File: src/rtl/core/sliding_window_median_top_assert.svh
// assertion macros for the sliding window median block
// expects clk_i and rst_ni in the scope where a macro is used
`ifndef SLIDING_WINDOW_MEDIAN_TOP_ASSERT_SVH
`define SLIDING_WINDOW_MEDIAN_TOP_ASSERT_SVH

// antecedent implies consequent in the same cycle
`define SWM_ASSERT_IMP(label, ante, cons, msg) \
  label: assert property (@(posedge clk_i) disable iff (!rst_ni) (ante) |-> (cons)) \
    else $error(msg);

// antecedent implies consequent in the next cycle
`define SWM_ASSERT_NXT(label, ante, cons, msg) \
  label: assert property (@(posedge clk_i) disable iff (!rst_ni) (ante) |=> (cons)) \
    else $error(msg);

`endif

File: src/rtl/core/swm_pkg.sv
// shared constants, codes and types of the sliding window median block
// no dependencies
`timescale 1ns / 1ps

package swm_pkg;

  // number of stored samples
  localparam int DEPTH    = 16;
  localparam int SAMPLE_W = 16;
  localparam int FUNC_W   = 2;
  localparam int WIN_W    = 5;
  // index of a cell, and a count that can hold DEPTH itself
  localparam int IDX_W    = (DEPTH > 1) ? $clog2(DEPTH) : 1;
  localparam int CNT_W    = $clog2(DEPTH + 1);
  // width for window length, rank and count comparisons
  localparam int CMP_W    = (CNT_W > WIN_W) ? CNT_W : WIN_W;

  // operation codes of an input word
  typedef enum logic [FUNC_W-1:0] {
    FUNC_FILL    = 2'd0,
    FUNC_PUSH    = 2'd1,
    FUNC_REPLACE = 2'd2,
    FUNC_QUERY   = 2'd3
  } func_e;

  // what a cell does with its sample register this cycle
  typedef enum logic [1:0] {
    CELL_HOLD,
    CELL_SHIFT,
    CELL_LOAD
  } cell_op_e;

  typedef struct packed {
    cell_op_e op;
    logic     tag_set;
    logic     tag_val;
  } cell_ctrl_t;

endpackage

File: src/rtl/core/swm_in_if.sv
// input channel of the sliding window median block
// depends on swm_pkg
`timescale 1ns / 1ps

interface swm_in_if import swm_pkg::*; ();
  logic                       valid;
  logic                       ready;
  logic [FUNC_W-1:0]          func;
  logic signed [SAMPLE_W-1:0] sample;
  logic [WIN_W-1:0]           window_len;

  modport source (output valid, output func, output sample, output window_len, input ready);
  modport sink (input valid, input func, input sample, input window_len, output ready);
endinterface

File: src/rtl/core/swm_out_if.sv
// output channel of the sliding window median block
// depends on swm_pkg
`timescale 1ns / 1ps

interface swm_out_if import swm_pkg::*; ();
  logic                       valid;
  logic                       ready;
  logic signed [SAMPLE_W-1:0] median;

  modport source (output valid, output median, input ready);
  modport sink (input valid, input median, output ready);
endinterface

File: src/rtl/core/sliding_window_median_top.sv
// Sliding window lower-median filter. The last DEPTH samples sit in a chain of
// cells, oldest first. A word applies fill, push, replace or query, then the
// chain rotates once around, one cell per cycle; each cycle the sample leaving
// the newest cell is the candidate, every cell compares against it, and the
// candidate whose rank brackets floor((n+1)/2) is kept. A word is applied on
// acceptance, then the chain rotates, then the result is handed over once the
// output register is free; no new word is accepted until then. A finished
// result waits in an output register while the next word is processed.
// depends on swm_pkg, swm_in_if, swm_out_if, swm_cell and the assertion header
`timescale 1ns / 1ps

`include "sliding_window_median_top_assert.svh"

module sliding_window_median_top import swm_pkg::*; (
  input  logic       clk_i,
  input  logic       rst_ni,
  swm_in_if.sink     in_i,
  swm_out_if.source  out_o
);

  typedef enum logic [1:0] {
    ST_IDLE,
    ST_RUN,
    ST_DONE
  } state_e;

  state_e                     state_q;
  logic [IDX_W-1:0]           cnt_q;
  logic [CMP_W-1:0]           k_q;
  logic signed [SAMPLE_W-1:0] found_q;
  logic signed [SAMPLE_W-1:0] med_q;
  logic                       out_valid_q;

  logic                       in_fire;
  logic                       out_free;
  logic [CMP_W-1:0]           win_ext;
  logic [CMP_W-1:0]           n_eff;
  logic [CMP_W:0]             n_plus;
  logic [CMP_W-1:0]           k_new;

  cell_ctrl_t                 ctrl [DEPTH];
  logic signed [SAMPLE_W-1:0] value [DEPTH];
  logic                       tag [DEPTH];
  logic                       lt [DEPTH];
  logic                       le [DEPTH];
  logic                       tag_init [DEPTH];

  logic signed [SAMPLE_W-1:0] cand;
  logic                       cand_tag;
  logic [CMP_W-1:0]           lt_cnt;
  logic [CMP_W-1:0]           le_cnt;
  logic                       hit;

  assign in_fire  = in_i.valid && in_i.ready;
  assign out_free = !out_valid_q || out_o.ready;

  // effective window length and rank of the lower median
  assign win_ext = CMP_W'(in_i.window_len);
  assign n_eff   = ((win_ext == '0) || (win_ext > CMP_W'(DEPTH))) ? CMP_W'(DEPTH) : win_ext;
  assign n_plus  = {1'b0, n_eff} + (CMP_W+1)'(1);
  assign k_new   = n_plus[CMP_W:1];

  // cell chain, each cell takes its upper neighbor, the oldest wraps to the newest
  for (genvar i = 0; i < DEPTH; i++) begin : g_cell
    assign tag_init[i] = ((CMP_W+1)'(i) + {1'b0, n_eff}) >= (CMP_W+1)'(DEPTH);

    swm_cell u_cell (
      .clk_i       (clk_i),
      .rst_ni      (rst_ni),
      .ctrl_i      (ctrl[i]),
      .sample_i    (in_i.sample),
      .nbr_value_i (value[(i + 1) % DEPTH]),
      .nbr_tag_i   (tag[(i + 1) % DEPTH]),
      .cand_i      (cand),
      .value_o     (value[i]),
      .tag_o       (tag[i]),
      .lt_o        (lt[i]),
      .le_o        (le[i])
    );
  end

  // per-cell control: apply the operation on accept, rotate during the pass
  always_comb begin
    for (int i = 0; i < DEPTH; i++) begin
      ctrl[i] = '{op: CELL_HOLD, tag_set: 1'b0, tag_val: 1'b0};
      if (in_fire) begin
        ctrl[i].tag_set = 1'b1;
        ctrl[i].tag_val = tag_init[i];
        unique case (func_e'(in_i.func))
          FUNC_FILL:    ctrl[i].op = CELL_LOAD;
          FUNC_PUSH:    ctrl[i].op = (i == DEPTH - 1) ? CELL_LOAD : CELL_SHIFT;
          FUNC_REPLACE: ctrl[i].op = (i == DEPTH - 1) ? CELL_LOAD : CELL_HOLD;
          default:      ctrl[i].op = CELL_HOLD;
        endcase
      end else if (state_q == ST_RUN) begin
        ctrl[i].op = CELL_SHIFT;
      end
    end
  end

  // candidate is the newest cell; count window entries below and up to it
  assign cand     = value[DEPTH-1];
  assign cand_tag = tag[DEPTH-1];

  always_comb begin
    lt_cnt = '0;
    le_cnt = '0;
    for (int i = 0; i < DEPTH; i++) begin
      lt_cnt = lt_cnt + CMP_W'(lt[i]);
      le_cnt = le_cnt + CMP_W'(le[i]);
    end
  end

  assign hit = cand_tag && (lt_cnt < k_q) && (k_q <= le_cnt);

  // sequencer and output register
  always_ff @(posedge clk_i or negedge rst_ni) begin
    if (!rst_ni) begin
      state_q     <= ST_IDLE;
      cnt_q       <= '0;
      k_q         <= '0;
      found_q     <= '0;
      med_q       <= '0;
      out_valid_q <= 1'b0;
    end else begin
      // result valid: set when a finished pass hands over, cleared when taken
      if ((state_q == ST_DONE) && out_free) begin
        out_valid_q <= 1'b1;
      end else if (out_valid_q && out_o.ready) begin
        out_valid_q <= 1'b0;
      end
      unique case (state_q)
        ST_IDLE: begin
          if (in_fire) begin
            k_q     <= k_new;
            cnt_q   <= '0;
            state_q <= ST_RUN;
          end
        end
        ST_RUN: begin
          if (hit) begin
            found_q <= cand;
          end
          cnt_q <= cnt_q + IDX_W'(1);
          if (cnt_q == IDX_W'(DEPTH - 1)) begin
            state_q <= ST_DONE;
          end
        end
        ST_DONE: begin
          if (out_free) begin
            med_q   <= found_q;
            state_q <= ST_IDLE;
          end
        end
        default: state_q <= ST_IDLE;
      endcase
    end
  end

  assign in_i.ready   = (state_q == ST_IDLE);
  assign out_o.valid  = out_valid_q;
  assign out_o.median = med_q;

  // a full rotation brings the newest sample, always in the window, back in place
  `SWM_ASSERT_IMP(a_rotation_restored, state_q == ST_DONE, tag[DEPTH-1], "chain not rotated back")
  // an accepted word starts a rank pass
  `SWM_ASSERT_NXT(a_accept_starts_pass, in_fire, state_q == ST_RUN, "accept did not start pass")
  // a finished pass with room downstream presents the selected sample
  `SWM_ASSERT_NXT(a_done_presents, (state_q == ST_DONE) && out_free,
                  out_o.valid && (out_o.median == $past(found_q)), "result not presented")

endmodule

File: src/rtl/core/swm_cell.sv
// one cell of the sample chain: a stored sample, its window tag and a compare
// depends on swm_pkg
`timescale 1ns / 1ps

module swm_cell import swm_pkg::*; (
  input  logic                       clk_i,
  input  logic                       rst_ni,
  input  cell_ctrl_t                 ctrl_i,
  input  logic signed [SAMPLE_W-1:0] sample_i,
  input  logic signed [SAMPLE_W-1:0] nbr_value_i,
  input  logic                       nbr_tag_i,
  input  logic signed [SAMPLE_W-1:0] cand_i,
  output logic signed [SAMPLE_W-1:0] value_o,
  output logic                       tag_o,
  output logic                       lt_o,
  output logic                       le_o
);

  logic signed [SAMPLE_W-1:0] value_d, value_q;
  logic                       tag_d, tag_q;

  // next sample: keep, take the neighbor's, or load the new one
  always_comb begin
    unique case (ctrl_i.op)
      CELL_SHIFT: value_d = nbr_value_i;
      CELL_LOAD:  value_d = sample_i;
      default:    value_d = value_q;
    endcase
  end

  // window tag travels with the sample unless set directly
  always_comb begin
    priority if (ctrl_i.tag_set) begin
      tag_d = ctrl_i.tag_val;
    end else if (ctrl_i.op == CELL_SHIFT) begin
      tag_d = nbr_tag_i;
    end else begin
      tag_d = tag_q;
    end
  end

  always_ff @(posedge clk_i or negedge rst_ni) begin
    if (!rst_ni) begin
      value_q <= '0;
      tag_q   <= 1'b0;
    end else begin
      value_q <= value_d;
      tag_q   <= tag_d;
    end
  end

  // compare against the candidate, counted only inside the window
  assign lt_o    = tag_q && (value_q < cand_i);
  assign le_o    = tag_q && (value_q <= cand_i);
  assign value_o = value_q;
  assign tag_o   = tag_q;

endmodule

File: src/flat_wrapper.sv
// flat-port wrapper written by rule: the top's interface ports become plain ports
module sliding_window_median_top_flat import swm_pkg::*;
  (clk_i, rst_ni, in_i_valid, in_i_func, in_i_sample, in_i_window_len, in_i_ready, out_o_valid, out_o_median, out_o_ready);
  swm_in_if in_i_i ();
  swm_out_if out_o_i ();
  input  logic clk_i;
  input  logic rst_ni;
  input wire logic [$bits(in_i_i.valid)-1:0] in_i_valid;
  input wire logic [$bits(in_i_i.func)-1:0] in_i_func;
  input wire logic [$bits(in_i_i.sample)-1:0] in_i_sample;
  input wire logic [$bits(in_i_i.window_len)-1:0] in_i_window_len;
  output wire logic [$bits(in_i_i.ready)-1:0] in_i_ready;
  output wire logic [$bits(out_o_i.valid)-1:0] out_o_valid;
  output wire logic [$bits(out_o_i.median)-1:0] out_o_median;
  input wire logic [$bits(out_o_i.ready)-1:0] out_o_ready;
  assign in_i_i.valid = in_i_valid;
  assign in_i_i.func = in_i_func;
  assign in_i_i.sample = in_i_sample;
  assign in_i_i.window_len = in_i_window_len;
  assign in_i_ready = in_i_i.ready;
  assign out_o_valid = out_o_i.valid;
  assign out_o_median = out_o_i.median;
  assign out_o_i.ready = out_o_ready;
  sliding_window_median_top u_core (.clk_i(clk_i), .rst_ni(rst_ni), .in_i(in_i_i), .out_o(out_o_i));
endmodule
File: config.mk
export PLATFORM = sky130hd
export DESIGN_NAME = sliding_window_median_top_flat
export DESIGN_NICKNAME = d
export VERILOG_FILES = /design/src/rtl/core/swm_pkg.sv /design/src/rtl/core/swm_in_if.sv /design/src/rtl/core/swm_out_if.sv /design/src/rtl/core/sliding_window_median_top.sv /design/src/rtl/core/swm_cell.sv /design/src/flat_wrapper.sv
export VERILOG_INCLUDE_DIRS = /design/src /design/src/rtl/core
export SDC_FILE = /design/constraint.sdc
export NUM_CORES = 1
export LEC_CHECK = 0
export BUFFER_PORTS_ARGS = -buffer_cell sky130_fd_sc_hd__buf_4
export CAP_MARGIN = 10
export CORE_ASPECT_RATIO = 0.8
export CORE_MARGIN = 5
export CORE_UTILIZATION = 50
export CTS_CLUSTER_DIAMETER = 60
export DETAILED_ROUTE_END_ITERATION = 16
export GPL_TIMING_DRIVEN = 0
export PLACE_DENSITY_LB_ADDON = 0.12
export SLEW_MARGIN = 25
export SYNTH_ARGS = -nofsm -noshare
export SYNTH_HDL_FRONTEND = slang
export SYNTH_SLANG_ARGS = --single-unit
export TNS_END_PERCENT = 10
File: constraint.sdc
create_clock -name clk_i -period 6.9 [get_ports clk_i]
set_clock_uncertainty 0.2 [all_clocks]
set_input_delay 0.69 -clock clk_i [delete_from_list [all_inputs] [get_ports clk_i]]
set_output_delay 0.69 -clock clk_i [all_outputs]
set_load 0.005 [all_outputs]
==> impl_results.rst <==
.. list-table::
   :header-rows: 1

   * - Metric
     - Value
   * - Status
     - finished with violations
   * - Failing checks
     - negative setup slack
   * - WP depth
     - 28
   * - Worst Path Buf+Inv
     - 8
   * - Largest fanout of any net on the critical path
     - 10
   * - Initial antenna violation count
     - 3
   * - Most instantiated cells after synthesis
     - nand2_1, a21oi_1, dfrtp_1
   * - Post-route setup slack
     - -0.472 ns
   * - Area used by sequential logic in the layout
     - approximately 0.0079 sq mm
   * - Fin cells
     - 2921
   * - Detailed-router iteration count before antenna repair
     - 5
   * - CORE AREA
     - ~0.039 sq mm
   * - Yosys warning count
     - 0
   * - Residual DRC count
     - 0
   * - Min-delay worst type
     - in -> reg
   * - Worst-margin pin slew
     - 1.10 ns
   * - Async set-or-reset flop fraction in the synthesized netlist
     - 100%
   * - Instance count of the mapped netlist
     - 2192
   * - Slowest library cell on the worst path
     - fa_1
   * - Category of cells accounting for the largest share of critical-path delay
     - adder cells
   * - Element type at the critical path end
     - register
   * - Critical path type
     - reg -> reg
   * - Die area
     - 0.0436 sq mm
   * - Clock latency on the worst-skew pair
     - ~0.56 ns
   * - Most repeated cell in the gate-level netlist after synthesis
     - nand2_1
   * - Mapped Area
     - about 0.020 sq mm
   * - Number of max-slew violations in the final report
     - 0
   * - Fmax
     - ~140 MHz
   * - Antenna viol nets, final
     - 0
   * - Multi-input gate area in the final layout
     - 0.0113 sq mm
   * - Worst setup slack before clock tree synthesis
     - -1.38 ns
   * - Root Driver
     - clkbuf_16
   * - Count of buffers from port buffering
     - 44
   * - First-pass GRT wire length
     - 106000 um
   * - Worst Setup Start Kind
     - register
   * - Headroom to the max-slew limit
     - 26.7%
   * - CP max stage delay
     - about 0.56 ns
   * - Final HPWL DP
     - 49100 um
   * - N_diodes
     - 0
   * - Maximum level of the CTS H-tree
     - 2
   * - Wire length after detailed routing
     - 70000 um
   * - Number of top-level design ports
     - 45
   * - Net count of the finished layout
     - 2675
   * - Placed instance count
     - ~2.8k
   * - Via count normalized by instance count
     - approximately 6.2
   * - Ratio of final minimum period to clock period
     - 107%
   * - Count of fill cells added during filler insertion
     - 3461
   * - Final global-route overflow total
     - 0
   * - Depth of the worst register-to-register path
     - 28
   * - Proportion of netlist area held by the largest area contributor
     - 40.0%
   * - Horizontal die dimension
     - 232 um
   * - Via count of the first global-routing pass
     - 17.6k
   * - Data arrival time at the worst-slack endpoint
     - ~7.6 ns
   * - Routed len/inst
     - 24.0 um
   * - Total routing resource utilization after global routing
     - 31.7%
   * - Worst-path clk slew
     - 0.06 ns
   * - WP data required
     - 7.13 ns
   * - Most area-consuming cells after synthesis
     - dfrtp_1, ha_1, a21oi_1
   * - Clock Sink Count
     - 316
   * - Number of flops mapped to enable cells by yosys
     - 0
   * - Post-route minimum period
     - about 7.4 ns
   * - Post-synthesis net count
     - 2509
   * - Cell seen most often among critical-path stages
     - fa_1
   * - Clock tree from TritonCTS
     - yes
   * - Largest buffer count on any clock path
     - 3
   * - Hold path cells
     - 3
   * - Total count of hold-check failures in the final report
     - 0
   * - Synthesis-to-layout area growth
     - 17.7%
   * - Cell type contributing the most total cell area after synthesis
     - dfrtp_1
   * - Pin count of the biggest net entering global routing
     - 76
   * - GPL Wtd Cong
     - 0.948
   * - Final setup fails
     - 16
   * - Number of max-cap violations
     - 0
   * - Predominant post-synthesis flop cell
     - dfrtp_1
   * - CTS Buf Count
     - 37
   * - Share of final-layout standard cells stronger than drive strength 1
     - 12.5%
   * - Initial core utilization
     - roughly half
   * - Sequential fraction of the synthesis area
     - 40.0%
   * - Syn Area/Cell
     - 9.02 sq um
   * - First-iteration detailed-routing DRC count
     - 2031
   * - Vias
     - 18.0k
   * - Standard-cell row count
     - 65
   * - Flip-flop and latch count after synthesis
     - 316
   * - Number of different library cells in the post-synthesis netlist
     - 57
   * - Die span in y
     - 188 um
   * - Setup repair after global routing missed its margin
     - true
[cells in the final DEF, fill, tap and decap left out, types with 18 or more instances in the layout]
master	Yosys	layout
nand2_1	343	342
a21oi_1	341	337
dfrtp_1	316	300
o21ai_0	295	291
ha_1	270	258
clkbuf_1	130	132
buf_4	0	112
inv_1	79	60
nand4_1	45	45
clkbuf_16	0	39
nor2_1	37	36
a21o_1	35	35
nand3_1	26	25
mux2_2	22	22
nor2b_1	21	21
and2_1	20	20
a22oi_1	19	19
nor3_1	20	18
[logic make-up (layout without fill, tap and decap cells)]
| family | after synthesis | count (layout) | share of synthesized area, % |
|---|---|---|---|
| compound gates | 769 | 769 | 21.5 |
| xor+xnor | 7 | 7 | 0.310 |
| fa+ha+maj | 290 | 290 | 19.1 |
| buf+inv | 214 | 407 | 4.12 |
| flops | 316 | 316 | 40.0 |
| mux | 38 | 38 | 2.32 |
| simple gates | 558 | 558 | 12.7 |
[final cells by class]
cell class | count | area share [%]
Sequential cell | 316 | 34.1
Tap cell | 536 | 2.88
Timing Repair Buffer | 127 | 4.89
Clock inverter | 16 | 0.844
Buffer | 133 | 2.23
Multi-Input combinational cell | 1662 | 48.6
Inverter | 81 | 1.87
Clock buffer | 50 | 4.67
[worst register-to-register path, delay by kind of cell (launching register included)]
| kind | cells | cell delay (ns) |
|---|---|---|
| flip-flops | 1 | 0.46 |
| AO/OA/AOI/OAI | 7 | 1.40 |
| buffers and inverters | 8 | 0.66 |
| adder cells (fa/ha/maj) | 9 | 3.74 |
| multiplexers | 2 | 0.52 |
| AND/OR/NAND/NOR | 2 | 0.28 |
[flip-flops by register name, indices dropped and copies added, names as in the netlist]
| signal | cells |
|---|---|
| u_core.cnt_q | 4 |
| u_core.found_q | 16 |
| u_core.g_cell.u_cell.tag_o | 16 |
| u_core.g_cell.u_cell.value_o | 256 |
| u_core.k_q | 5 |
| u_core.out_o.median | 16 |
| u_core.out_o.valid | 1 |
| u_core.state_q | 2 |
[routing by layer]
metal	part of all wire, %	vias up	track usage (%)
met5	0.049	-	0
met4	3.5	6	10.6
met3	11	156	9.19
met2	42	892	45.1
met1	44	8814	46.5
li1	-	8171	-
[metrics by stage]
stage / utilization (%) / TNS (ns) / instance area, sq um / hold slack [ns]
2_1_floorplan: - / 0 / 19900 / 0.194
3_3_place_gp: 53.3 / -21.71 / 20900 / 0.269
3_5_place_dp: 53.6 / -21.01 / 21000 / 0.274
4_1_cts: 58.7 / -7.43 / 23000 / 0.159
5_1_grt: 59.3 / -9.74 / 23300 / 0.186
6_report: 59.3 / -7.44 / 23300 / 0.169
[worst paths after layout]
path,startpoint,to,slack (ns)
setup / recovery,u_core.g_cell[15].u_cell.value_o[8],u_core.found_q[10],-0.47
setup reg to reg,u_core.g_cell[15].u_cell.value_o[8],u_core.found_q[10],-0.47
hold reg to reg,u_core.g_cell[0].u_cell.value_o[0],u_core.g_cell[0].u_cell.value_o[0],0.29
hold / removal,in_i_sample[4],u_core.g_cell[15].u_cell.value_o[4],0.17
min in group asynchronous,rst_ni,u_core.g_cell[4].u_cell.value_o[7],0.43
max in group asynchronous,rst_ni,u_core.k_q[0],4.93
[timing repair]
action,CTS,global route
endpoints found under the hold margin,43,0
hold buffers,1,0
resized for setup,62,26
pin swaps,9,14
buffers inserted,63,15
setup endpoints to repair,16,16
Power is left out: the tool's default activity adds up to more than one toggle a clock period on the data nets, which glitch-free logic cannot reach.
